File: src/hdl/pm_pkg.sv
`default_nettype none

package pm_pkg;

	// Default sizes of the coefficient stores and of one input coefficient
	localparam int MAX_TERMS_DEF   = 16;
	localparam int COEFF_WIDTH_DEF = 16;

	// Fixed widths of the result fields
	localparam int ACC_W       = 36;
	localparam int POWER_W     = 5;
	localparam int OUT_TDATA_W = ((ACC_W + 7) / 8) * 8;

	// Polynomial selector carried on the input tuser
	localparam logic MODE_FIRST  = 1'b0;
	localparam logic MODE_SECOND = 1'b1;

endpackage

`default_nettype wire

File: src/hdl/polynomial_multiplier.sv
`default_nettype none

// Polynomial multiplier. Coefficients of two signed polynomials stream in on
// the slave side, lowest power first; tuser picks the polynomial (0 = first,
// 1 = second) and tlast on a second-polynomial request closes the job. Each
// request is taken while the block is idle; coefficients past MAX_TERMS
// are dropped, and tlast on the first polynomial does nothing. On the
// closing request the block computes product coefficients 0 to la+lb-2
// one after another with a single shared multiplier and accumulator, each
// term a[i]*b[k-i] passing through three steps (store read, multiply,
// accumulate). Each product coefficient waits in the output register until
// taken; no new request is accepted until the last product coefficient
// (master tlast) has been taken. An empty first polynomial yields a single
// zero coefficient at power 0. Sums wrap modulo 2^36; the power field
// carries the low five bits of the exponent.
module polynomial_multiplier #(
	parameter int MAX_TERMS   = pm_pkg::MAX_TERMS_DEF,
	parameter int COEFF_WIDTH = pm_pkg::COEFF_WIDTH_DEF
) (
	input  wire logic                                  clk,
	input  wire logic                                  arst_n,
	// slave side: coefficient requests
	input  wire logic                                  s_tvalid,
	output logic                                       s_tready,
	input  wire logic [((COEFF_WIDTH+7)/8)*8-1:0]      s_tdata,  // [COEFF_WIDTH-1:0] coeff
	input  wire logic                                  s_tuser,  // [0] mode
	input  wire logic                                  s_tlast,  // last coefficient of polynomial
	// master side: product coefficients
	output logic                                       m_tvalid,
	input  wire logic                                  m_tready,
	output logic [pm_pkg::OUT_TDATA_W-1:0]             m_tdata,  // [35:0] product_coeff
	output logic [pm_pkg::POWER_W-1:0]                 m_tuser,  // [4:0] power
	output logic                                       m_tlast   // highest coefficient of run
);

	localparam int AW = $clog2(MAX_TERMS);        // store address
	localparam int CW = $clog2(MAX_TERMS + 1);    // coefficient count
	localparam int SW = $clog2(2 * MAX_TERMS + 1); // power index and count sums
	localparam int PW = 2 * COEFF_WIDTH;          // raw product

	localparam logic [1:0] S_IDLE = 2'd0;
	localparam logic [1:0] S_ADDR = 2'd1;
	localparam logic [1:0] S_MUL  = 2'd2;
	localparam logic [1:0] S_ACC  = 2'd3;

	logic [1:0]                 state_q;
	logic                       out_q;       // result waiting in the output register
	logic [CW-1:0]              la_q;
	logic [CW-1:0]              lb_q;
	logic [SW-1:0]              k_q;         // current product power
	logic [AW-1:0]              i_q;         // current first-polynomial index
	logic                       empty_q;
	logic [pm_pkg::ACC_W-1:0]   acc_q;
	logic signed [PW-1:0]       prod_q;

	logic                       req_ok;
	logic                       mode;
	logic [COEFF_WIDTH-1:0]     coeff;
	logic                       we_a;
	logic                       we_b;
	logic [CW-1:0]              lb_next;
	logic                       start;
	logic [AW-1:0]              b_addr;
	logic [COEFF_WIDTH-1:0]     a_rd;
	logic [COEFF_WIDTH-1:0]     b_rd;
	logic [SW-1:0]              la_m1;
	logic [SW-1:0]              i_hi;
	logic                       i_done;
	logic [SW-1:0]              k_inc;
	logic [AW-1:0]              i_lo_next;
	logic                       is_last;
	logic                       res_take;

	// Accept requests only while no job is running
	assign s_tready = (state_q == S_IDLE) && !out_q;
	assign req_ok   = s_tvalid && s_tready;
	assign mode     = s_tuser;
	assign coeff    = s_tdata[COEFF_WIDTH-1:0];

	assign we_a    = req_ok && (mode == pm_pkg::MODE_FIRST) && (la_q < CW'(MAX_TERMS));
	assign we_b    = req_ok && (mode == pm_pkg::MODE_SECOND) && (lb_q < CW'(MAX_TERMS));
	assign lb_next = we_b ? lb_q + CW'(1) : lb_q;
	assign start   = req_ok && (mode == pm_pkg::MODE_SECOND) && s_tlast;

	// Term window for power k: i runs from max(0, k-lb+1) to min(k, la-1)
	assign la_m1     = SW'(la_q) - SW'(1);
	assign i_hi      = (k_q < la_m1) ? k_q : la_m1;
	assign i_done    = (SW'(i_q) == i_hi);
	assign b_addr    = AW'(k_q - SW'(i_q));
	assign k_inc     = k_q + SW'(1);
	assign i_lo_next = (k_inc >= SW'(lb_q)) ? AW'(k_inc - SW'(lb_q) + SW'(1)) : '0;

	// Top power is la+lb-2
	assign is_last  = empty_q || ((k_q + SW'(2)) == (SW'(la_q) + SW'(lb_q)));
	assign res_take = out_q && m_tready;

	pm_ram #(
		.WIDTH(COEFF_WIDTH),
		.DEPTH(MAX_TERMS)
	) u_first_ram (
		.clk   (clk),
		.we    (we_a),
		.waddr (la_q[AW-1:0]),
		.wdata (coeff),
		.raddr (i_q),
		.rdata (a_rd)
	);

	pm_ram #(
		.WIDTH(COEFF_WIDTH),
		.DEPTH(MAX_TERMS)
	) u_second_ram (
		.clk   (clk),
		.we    (we_b),
		.waddr (lb_q[AW-1:0]),
		.wdata (coeff),
		.raddr (b_addr),
		.rdata (b_rd)
	);

	// Shared multiplier: one term product per pass
	always_ff @(posedge clk) begin
		if (state_q == S_MUL) begin
			prod_q <= $signed(a_rd) * $signed(b_rd);
		end
	end

	always_ff @(posedge clk or negedge arst_n) begin
		if (!arst_n) begin
			state_q <= S_IDLE;
			out_q   <= 1'b0;
			la_q    <= '0;
			lb_q    <= '0;
			k_q     <= '0;
			i_q     <= '0;
			empty_q <= 1'b0;
			acc_q   <= '0;
		end else begin
			if (out_q) begin
				// Hold the result until taken, then advance or close the run
				if (res_take) begin
					out_q <= 1'b0;
					acc_q <= '0;
					if (is_last) begin
						la_q    <= '0;
						lb_q    <= '0;
						k_q     <= '0;
						empty_q <= 1'b0;
						state_q <= S_IDLE;
					end else begin
						k_q     <= k_inc;
						i_q     <= i_lo_next;
						state_q <= S_ADDR;
					end
				end
			end else begin
				case (state_q)
					S_IDLE: begin
						if (we_a) begin
							la_q <= la_q + CW'(1);
						end
						if (req_ok && (mode == pm_pkg::MODE_SECOND)) begin
							lb_q <= lb_next;
						end
						if (start) begin
							k_q   <= '0;
							i_q   <= '0;
							acc_q <= '0;
							if ((la_q == '0) || (lb_next == '0)) begin
								empty_q <= 1'b1;
								out_q   <= 1'b1;
							end else begin
								state_q <= S_ADDR;
							end
						end
					end
					S_ADDR: begin
						state_q <= S_MUL;
					end
					S_MUL: begin
						state_q <= S_ACC;
					end
					S_ACC: begin
						acc_q <= acc_q + pm_pkg::ACC_W'(prod_q);
						if (i_done) begin
							out_q   <= 1'b1;
							state_q <= S_IDLE;
						end else begin
							i_q     <= i_q + AW'(1);
							state_q <= S_ADDR;
						end
					end
					default: begin
						state_q <= S_IDLE;
					end
				endcase
			end
		end
	end

	assign m_tvalid = out_q;
	assign m_tdata  = pm_pkg::OUT_TDATA_W'(acc_q);
	assign m_tuser  = pm_pkg::POWER_W'(k_q);
	assign m_tlast  = is_last;

	// Never take a request while a result is on offer
	a_no_overlap: assert property (@(posedge clk) disable iff (!arst_n)
		!(s_tready && m_tvalid))
		else $error("request accepted while result pending");

	// The term index stays inside the stored first polynomial while working
	a_index_range: assert property (@(posedge clk) disable iff (!arst_n)
		(state_q == S_ADDR) |-> (SW'(i_q) <= i_hi) && (la_q != '0))
		else $error("term index out of range");

	// Closing the run empties both stores
	a_clear_after_run: assert property (@(posedge clk) disable iff (!arst_n)
		(m_tvalid && m_tready && m_tlast) |=> (la_q == '0) && (lb_q == '0) && s_tready)
		else $error("stores not cleared after run");

	// A run starts at power zero with a clear accumulator
	a_run_start: assert property (@(posedge clk) disable iff (!arst_n)
		(s_tvalid && s_tready && (s_tuser == pm_pkg::MODE_SECOND) && s_tlast)
		|=> (k_q == '0) && (acc_q == '0))
		else $error("run did not start at power zero");

endmodule

`default_nettype wire

File: src/hdl/pm_ram.sv
`default_nettype none

module pm_ram #(
	parameter int WIDTH = 16,
	parameter int DEPTH = 16
) (
	input  wire logic                     clk,
	input  wire logic                     we,
	input  wire logic [$clog2(DEPTH)-1:0] waddr,
	input  wire logic [WIDTH-1:0]         wdata,
	input  wire logic [$clog2(DEPTH)-1:0] raddr,
	output logic      [WIDTH-1:0]         rdata
);

	logic [WIDTH-1:0] mem_q [DEPTH];

	always_ff @(posedge clk) begin
		if (we) begin
			mem_q[waddr] <= wdata;
		end
		rdata <= mem_q[raddr];
	end

endmodule

`default_nettype wire

File: config.mk
export PLATFORM = sky130hd
export DESIGN_NAME = polynomial_multiplier
export DESIGN_NICKNAME = d
export VERILOG_FILES = /design/src/hdl/pm_pkg.sv /design/src/hdl/polynomial_multiplier.sv /design/src/hdl/pm_ram.sv
export SDC_FILE = /design/constraint.sdc
export NUM_CORES = 1
export LEC_CHECK = 0
export ABC_AREA = 1
export BUFFER_PORTS_ARGS = -buffer_cell sky130_fd_sc_hd__buf_2
export CAP_MARGIN = 25
export CORE_AREA = 5 5 298 300
export DETAILED_ROUTE_END_ITERATION = 8
export DIE_AREA = 0 0 303 305
export PLACE_DENSITY_LB_ADDON = 0.2
export RECOVER_POWER = 50
export SETUP_SLACK_MARGIN = 0.5
export SKIP_CTS_REPAIR_TIMING = 1
export SLEW_MARGIN = 0
export SYNTH_ARGS = -nofsm -noshare
export SYNTH_HDL_FRONTEND = slang
export SYNTH_SLANG_ARGS = --single-unit
export TNS_END_PERCENT = 10
File: constraint.sdc
create_clock -name clk -period 14.4 [get_ports clk]
set_input_delay 1.44 -clock clk [delete_from_list [all_inputs] [get_ports clk]]
set_output_delay 1.44 -clock clk [all_outputs]
set_load 0.02 [all_outputs]
==> summary.md, run 1 <==
| Metric | Value |
|---|---|
| Status | finished with violations |
| Failing checks | capacitance limit, slew limit |
| Core Area | 0.0859 mm2 |
| Register bit total from synthesis | 636 |
| Via density per instance | between 5 and 6 |
| Post-layout min period | approximately 6.5 ns |
| Multi-input logic area | 0.0167 mm2 |
| CP Launch Point | u_first_ram.rdata[7]$_DFF_P_ |
| Fin. Hold Viols | 0 |
| Largest clock skew in the final design | around 0.045 ns |
| Fillers | 8062 |
| Post-layout net count | ~4300 |
| Sequential share of the synthesized area | 48.5% |
| Buffer levels on the longest clock path | 3 |
| Pin slew with the least headroom to its limit | 3.52 ns |
| Global placement routability congestion | 0.928 |
| Unrepaired setup endpoints after global routing | false |
| GRT Util Overall | 21.5% |
| GRT met3 Usage | under 10% |
| Netlist area before placement | 0.0381 mm2 |
| Most used routing layer in global routing | met2 |
| Hold_sp | acc_q[16]$_DFFE_PN0P_ |
| Half-perimeter wire length after detailed placement | 68.6 mm |
| Total number of vias | 26400 |
| Row cnt | 108 |
| Inserted Clock Buffers | between 70 and 80 |
| Number of H-tree levels | 3 |
| Worst Hold Path Cells | 2 |
| Number of placed I/O pins | 70 |
| Pin count of the biggest net entering global routing | 85 |
| Worst hold-check slack | around 0.51 ns |
| Setup crit end | prod_q[24]$_DFFE_PN_ |
| Worst reg2reg path endpoint | prod_q[24]$_DFFE_PN_ |
| Number of distinct library cells after synthesis | 52 |
| Final antenna diode count | 0 |
| Number of flops mapped to enable cells by yosys | roughly 540 |
| Total negative setup slack | 0 ns |
| FF+latch area | 0.0185 mm2 |
| Layout cell share with drive strength beyond 1 | 6.12% |
| Total congestion overflow | 0 |
| Die outline height | roughly 300 um |
| Clock insertion delay at the later pin of the skew report | 0.64 ns |
| Count of synthesis-stage warnings from yosys | 0 |
| Worst Path Class, Setup | flop to flop |
| Mean routed wirelength per cell | 19.7 um |
| Effective utilization at floorplan | 44.3% |
| Most instantiated flip-flop cell in the synthesis netlist | sky130_fd_sc_hd__edfxtp_1 |
| Average size of a mapped cell | ~10 um2 |
| Count of antenna-violating nets left after detailed routing | 0 |
| Worst-path clk slew | 0.06 ns |
| Number of DRC violations after detailed routing | 0 |
| Reg2Reg Depth | 20 |
| Final Max Slew Viols | ~470 |
| Number of antenna violations at the first check in global routing | 1 |
| Global-route wire length before repair | between 150 and 200 mm |
| First-pass iteration count of the detailed router | 5 |
| Number of cells produced by synthesis | ~3800 |
| 1st-iter DRT viols | 1980 |
| Vias in the first global route | ~26000 |
| Port Buf Inserts | 65 |
| Max-Slew Margin vs Limit | -134% |
| CP Capture Type | flop |
| Global routing met1 resource utilization | 30.2% |
| Fraction of synthesis flops using an asynchronous set or reset pin | 9.43% |
| Data arrival time of the critical path | 6.84 ns |
| Met2 routing resource usage after global routing | 36.0% |
| Library cell used as clock root buffer | sky130_fd_sc_hd__clkbuf_16 |
| Routed WL | 99.2 mm |
| Max Freq | about 0.15 GHz |
| Full die area | 0.0924 mm2 |
| Layout overhead on the synthesized area | 9.57% |
| Max Fanout on Critical Path | 16 |
| Final setup vio count | 0 |
| Kind of path behind the tightest hold check | flop to flop |
| Startpoint of the lowest-slack register-to-register path | u_first_ram.rdata[7]$_DFF_P_ |
| Fin crit share | 45.1% |
| Number of maximum-capacitance violations | 17 |
| Req. time, crit path | 14.75 ns |
| Launching element type of the critical path | flop |
| Reg-to-reg setup timing slack | 7.90 ns |
| TritonCTS clock tree | built |
| Clock Sinks | roughly 640 |
| Die X | 303 um |
==> cell usage after synthesis (4+ instances only) <==
library cell	instances	area, um2
sky130_fd_sc_hd__a21o_1	7	52.6
sky130_fd_sc_hd__a21oi_1	145	726
sky130_fd_sc_hd__a221oi_1	21	184
sky130_fd_sc_hd__a31oi_1	19	119
sky130_fd_sc_hd__buf_1	8	30.0
sky130_fd_sc_hd__buf_2	36	180
sky130_fd_sc_hd__buf_4	18	135
sky130_fd_sc_hd__clkbuf_1	119	447
sky130_fd_sc_hd__dfrtp_1	60	1500
sky130_fd_sc_hd__dfxtp_1	32	641
sky130_fd_sc_hd__edfxtp_1	544	16300
sky130_fd_sc_hd__fa_1	267	5350
sky130_fd_sc_hd__ha_1	153	1910
sky130_fd_sc_hd__inv_1	566	2120
sky130_fd_sc_hd__inv_2	4	15.0
sky130_fd_sc_hd__nand2_1	732	2750
sky130_fd_sc_hd__nand2_2	7	43.8
sky130_fd_sc_hd__nand2b_1	16	100
sky130_fd_sc_hd__nand3_1	102	510
sky130_fd_sc_hd__nand4_1	25	156
sky130_fd_sc_hd__nor2_1	427	1600
sky130_fd_sc_hd__nor2_2	6	37.5
sky130_fd_sc_hd__nor3_1	13	65.1
sky130_fd_sc_hd__o211ai_1	5	37.5
sky130_fd_sc_hd__o21ai_0	246	1230
sky130_fd_sc_hd__o21ai_1	29	145
sky130_fd_sc_hd__o21bai_1	6	45.0
sky130_fd_sc_hd__o221ai_1	11	96.3
sky130_fd_sc_hd__o22ai_1	28	175
sky130_fd_sc_hd__o32ai_1	64	561
sky130_fd_sc_hd__or2_2	6	37.5
sky130_fd_sc_hd__xnor2_1	26	228
sky130_fd_sc_hd__xor2_1	27	236
==> stage by stage <==
stage / setup WS (ns) / util, % / instance area [um2] / instances
global route: 7.56 / 48.6 / 41800 / 5027
finish: 7.90 / 48.6 / 41800 / 5027
floorplan: 8.83 / - / 38100 / 3811
global placement: 7.96 / 46.0 / 39500 / 4899
CTS: 7.96 / 48.7 / 41800 / 5027
detailed placement: 7.98 / 46.0 / 39600 / 4900
==> worst min-delay path by stage <==
stage	to	slack [ns]
after global routing	acc_q[16]$_DFFE_PN0P_	0.53
after global placement	acc_q[4]$_DFFE_PN0P_	0.50
final	acc_q[16]$_DFFE_PN0P_	0.51
after detailed placement	acc_q[16]$_DFFE_PN0P_	0.50
after CTS	acc_q[16]$_DFFE_PN0P_	0.51
after floorplan	state_q[0]$_DFFE_PN0P_	0.50
==> registers in the layout (all words and copies together), names as in the netlist, 2 cells and up <==
name and flops:
acc_q 36, i_q 4, k_q 6, la_q 5, lb_q 5, prod_q 32
state_q 2, u_first_ram.mem_q 256, u_first_ram.rdata 16, u_second_ram.mem_q 256, u_second_ram.rdata 16
==> cells by family (layout without fill, tap and decap cells) <==
group                      after synthesis  count (layout)  synth area share (%)
xor gates and xnor gates                54              54                  1.26
adders and majority gates              420             420                  19.1
and+or+nand+nor                       1348            1348                  14.3
AOI/OAI and AO/OA                      596             596                  9.19
other                                    1               4               0.00984
DFF                                    636             636                  48.5
buffers and inverters                  753             814                  7.74
==> final cells by class <==
type | instances | area share, %
Timing Repair Buffer | 116 | 1.66
Inverter | 571 | 5.15
Clock inverter | 40 | 1.00
Clock buffer | 87 | 4.47
Sequential cell | 636 | 44.3
Tap cell | 1155 | 3.46
Multi-Input combinational cell | 2422 | 40.0
==> placed cells by master, fill, tap and decap left out, types with 59 or more instances in the layout <==
cell / instances
sky130_fd_sc_hd__nand2_1: 732
sky130_fd_sc_hd__inv_1: 565
sky130_fd_sc_hd__edfxtp_1: 544
sky130_fd_sc_hd__nor2_1: 429
sky130_fd_sc_hd__fa_1: 266
sky130_fd_sc_hd__o21ai_0: 247
sky130_fd_sc_hd__ha_1: 152
sky130_fd_sc_hd__a21oi_1: 145
sky130_fd_sc_hd__nand3_1: 102
sky130_fd_sc_hd__clkbuf_16: 72
sky130_fd_sc_hd__o32ai_1: 64
sky130_fd_sc_hd__dfrtp_1: 59
==> worst max-delay path, cell delays in order, from the launching register on <==
cell	delay (ns)
sky130_fd_sc_hd__dfxtp_1	0.84
sky130_fd_sc_hd__nand2_1	0.20
sky130_fd_sc_hd__fa_1	0.58
sky130_fd_sc_hd__inv_1	0.05
sky130_fd_sc_hd__fa_1	0.49
sky130_fd_sc_hd__inv_1	0.05
sky130_fd_sc_hd__fa_1	0.55
sky130_fd_sc_hd__inv_1	0.06
sky130_fd_sc_hd__fa_1	0.47
sky130_fd_sc_hd__fa_1	0.49
sky130_fd_sc_hd__inv_1	0.05
sky130_fd_sc_hd__fa_1	0.47
sky130_fd_sc_hd__inv_1	0.04
sky130_fd_sc_hd__ha_1	0.39
sky130_fd_sc_hd__nand2_1	0.15
sky130_fd_sc_hd__nor2_1	0.32
sky130_fd_sc_hd__nand4_1	0.13
sky130_fd_sc_hd__o21ai_0	0.35
sky130_fd_sc_hd__a21boi_1	0.21
sky130_fd_sc_hd__o211ai_1	0.21
sky130_fd_sc_hd__nand2_1	0.10
==> layer usage <==
layer  vias to the layer above  routed length (um)
met5                         -                   0
met4                         0                1690
met3                       121                5950
met2                       670               47700
met1                     13100               43900
li1                      12500                   -
Power of run 1 is not shown: default switching activity piles up to over one toggle a cycle in this logic, so the estimate is an artifact.
==> inputs of run 2 (changes only) <==
clock period = 5.2 ns   (was 14.4 ns; I/O delays follow)
==> summary.md, run 2 (synthesis gave the netlist of run 1 again) <==
| Metric | Value |
|---|---|
| Status | finished with violations |
| Failing checks | capacitance limit, slew limit, setup timing |
| Effective utilization at floorplan | 44.3% (unchanged) |
| Final Max Slew Viols | 436 (-7.8%) |
| Data arrival time of the critical path | 5.67 ns (-1.17 ns) |
| Max-Slew Margin vs Limit | -77.5% (+57 points) |
| Fillers | 7913 (-1.8%) |
| Layout overhead on the synthesized area | 15.2% |
| Commonest cells after routing, fill and taps aside | 717 x sky130_fd_sc_hd__nand2_1, 563 x sky130_fd_sc_hd__inv_1, 544 x sky130_fd_sc_hd__edfxtp_1 |
| Req. time, crit path | 5.53 ns (-9.22 ns) |
| Layout cell share with drive strength beyond 1 | 12.5% (+6.4 points) |
| Number of DRC violations after detailed routing | 0 (unchanged) |
| Inserted Clock Buffers | 72 (+1.4%) |
| Total number of vias | 27000 (+2.4%) |
| Max Freq | 0.187 GHz (+22%) |
| Post-layout net count | 4432 (+4.0%) |
| Port Buf Inserts | 65 (unchanged) |
| Routed WL | 100 mm (+1.0%) |
| Core Area | 0.0859 mm2 (unchanged) |
| Final setup vio count | 11 (+11) |
| Full die area | 0.0924 mm2 (unchanged) |
| Largest registers | u_first_ram.mem_q x256, u_second_ram.mem_q x256, acc_q x36 |
| 1st-iter DRT viols | 2167 (+9.4%) |
| Die outline height | 305 um (unchanged) |
| Launching element type of the critical path | flop |
| Half-perimeter wire length after detailed placement | 71.1 mm (+3.7%) |
| Vias in the first global route | 26800 (+2.6%) |
| Mean routed wirelength per cell | 19.3 um (-2.4%) |
| First-pass iteration count of the detailed router | 5 (unchanged) |
| Global-route wire length before repair | 155 mm (+0.18%) |
| Number of H-tree levels | 3 (unchanged) |
| Total congestion overflow | 0 (unchanged) |
| Pin count of the biggest net entering global routing | 70 (-18%) |
| CP Capture Type | flop |
| Post-layout min period | 5.34 ns (-1.15 ns) |
| Worst-path clk slew | 0.06 ns (about the same) |
| Post-Layout Inst Area | 0.0439 mm2 (+5.2%) |
| Count of antenna-violating nets left after detailed routing | 0 (unchanged) |
| Via density per instance | 5.19 (-1.1%) |
| Number of antenna violations at the first check in global routing | 0 (-1) |
| Global placement routability congestion | 0.934 (+0.65%) |
| Max Fanout on Critical Path | 8 (-8) |
| Setup ws final | -0.141 ns (-8.05 ns) |
| Library cell used as clock root buffer | sky130_fd_sc_hd__clkbuf_16 |
| Fin. Hold Viols | 0 (unchanged) |
| Kind of path behind the tightest hold check | input port to flop |
| Buffer levels on the longest clock path | 3 (unchanged) |
| Area after detailed placement | 0.0412 mm2 (+4.0%) |
| Pin slew with the least headroom to its limit | 2.66 ns (-0.854 ns) |
| Clock Sinks | 636 (unchanged) |
| Total negative setup slack | -0.909 ns (-0.909 ns) |
| Largest clock skew in the final design | 0.0430 ns (-0.00167 ns) |
| Clock insertion delay at the later pin of the skew report | 0.62 ns (-0.02 ns) |
| Final core utilization | 51.1% (+2.5 points) |
| Die X | 303 um (unchanged) |
| Worst Path Class, Setup | flop to flop |
| Most common cell after layout, fill and taps aside | sky130_fd_sc_hd__nand2_1 |
| Number of placed I/O pins | 70 (unchanged) |
| GRT Util Overall | 21.6% (+0.050 points) |
| TritonCTS clock tree | built |
| Number of maximum-capacitance violations | 13 (-4) |
| Unrepaired setup endpoints after global routing | true |
| Row cnt | 108 (unchanged) |
| Fin crit share | 103% (+58 points) |
## run 2: area by class of cell
cell class / count / area [um2] / area share [%]
multi-input cells: 2422 / 17300 / 39.3
repair buffers: 287 / 2180 / 4.96
well taps: 1155 / 1450 / 3.29
inverters: 571 / 2150 / 4.90
clock buffers: 89 / 1900 / 4.32
flip-flops and latches: 636 / 18500 / 42.2
diodes: 1 / 2.50 / 0.00570
clock inverters: 41 / 434 / 0.989
## run 2: per-stage QoR
step / setup WS (ns) / cells / hold WS (ns)
detailed placement: -0.303 / 5060 / 0.506
CTS: -0.363 / 5190 / -0.131
finish: -0.141 / 5202 / 0.249
global route: -0.365 / 5201 / 0.243
floorplan: 0.104 / 3811 / 0.224
global placement: -0.213 / 5059 / 0.502
## run 2: per-layer routing
metal | global-route usage (%) | share of wire (%) | vias up
met3 | 3.39 | 5.3 | 158
li1 | - | - | 12900
met5 | 0 | 0 | -
met4 | 6.05 | 3.1 | 0
met1 | 28.3 | 42 | 13300
met2 | 37.3 | 49 | 680
## run 2: worst paths after layout
kind	startpoint	end	slack, ns	depth (start not counted)
hold reg to reg	acc_q[34]$_DFFE_PN0P_	acc_q[34]$_DFFE_PN0P_	0.52	2
max in group asynchronous	arst_n	i_q[0]$_DFFE_PN0P_	0.92	3
min in group asynchronous	arst_n	acc_q[25]$_DFFE_PN0P_	0.76	2
setup reg to reg	u_first_ram.rdata[15]$_DFF_P_	prod_q[31]$_DFFE_PN_	-0.14	19
hold / removal	m_tready	m_tvalid$_DFF_PN0_	0.25	4
setup / recovery	u_first_ram.rdata[15]$_DFF_P_	prod_q[31]$_DFFE_PN_	-0.14	19
## run 2: critical path, cell delays in order, from the launching register on
cell and delay, ns:
sky130_fd_sc_hd__dfxtp_4 0.38, sky130_fd_sc_hd__nand2_1 0.10, sky130_fd_sc_hd__inv_1 0.07, sky130_fd_sc_hd__fa_2 0.64, sky130_fd_sc_hd__fa_2 0.55, sky130_fd_sc_hd__buf_4 0.18, sky130_fd_sc_hd__fa_1 0.52, sky130_fd_sc_hd__inv_2 0.06
sky130_fd_sc_hd__buf_4 0.13, sky130_fd_sc_hd__fa_1 0.50, sky130_fd_sc_hd__fa_1 0.43, sky130_fd_sc_hd__fa_1 0.49, sky130_fd_sc_hd__inv_1 0.05, sky130_fd_sc_hd__ha_1 0.31, sky130_fd_sc_hd__nand2_1 0.12, sky130_fd_sc_hd__nor2_2 0.05
sky130_fd_sc_hd__nand2_1 0.06, sky130_fd_sc_hd__o211ai_1 0.16, sky130_fd_sc_hd__a31oi_4 0.20, sky130_fd_sc_hd__xnor2_1 0.08
Power of run 2 is left out for the same reason.
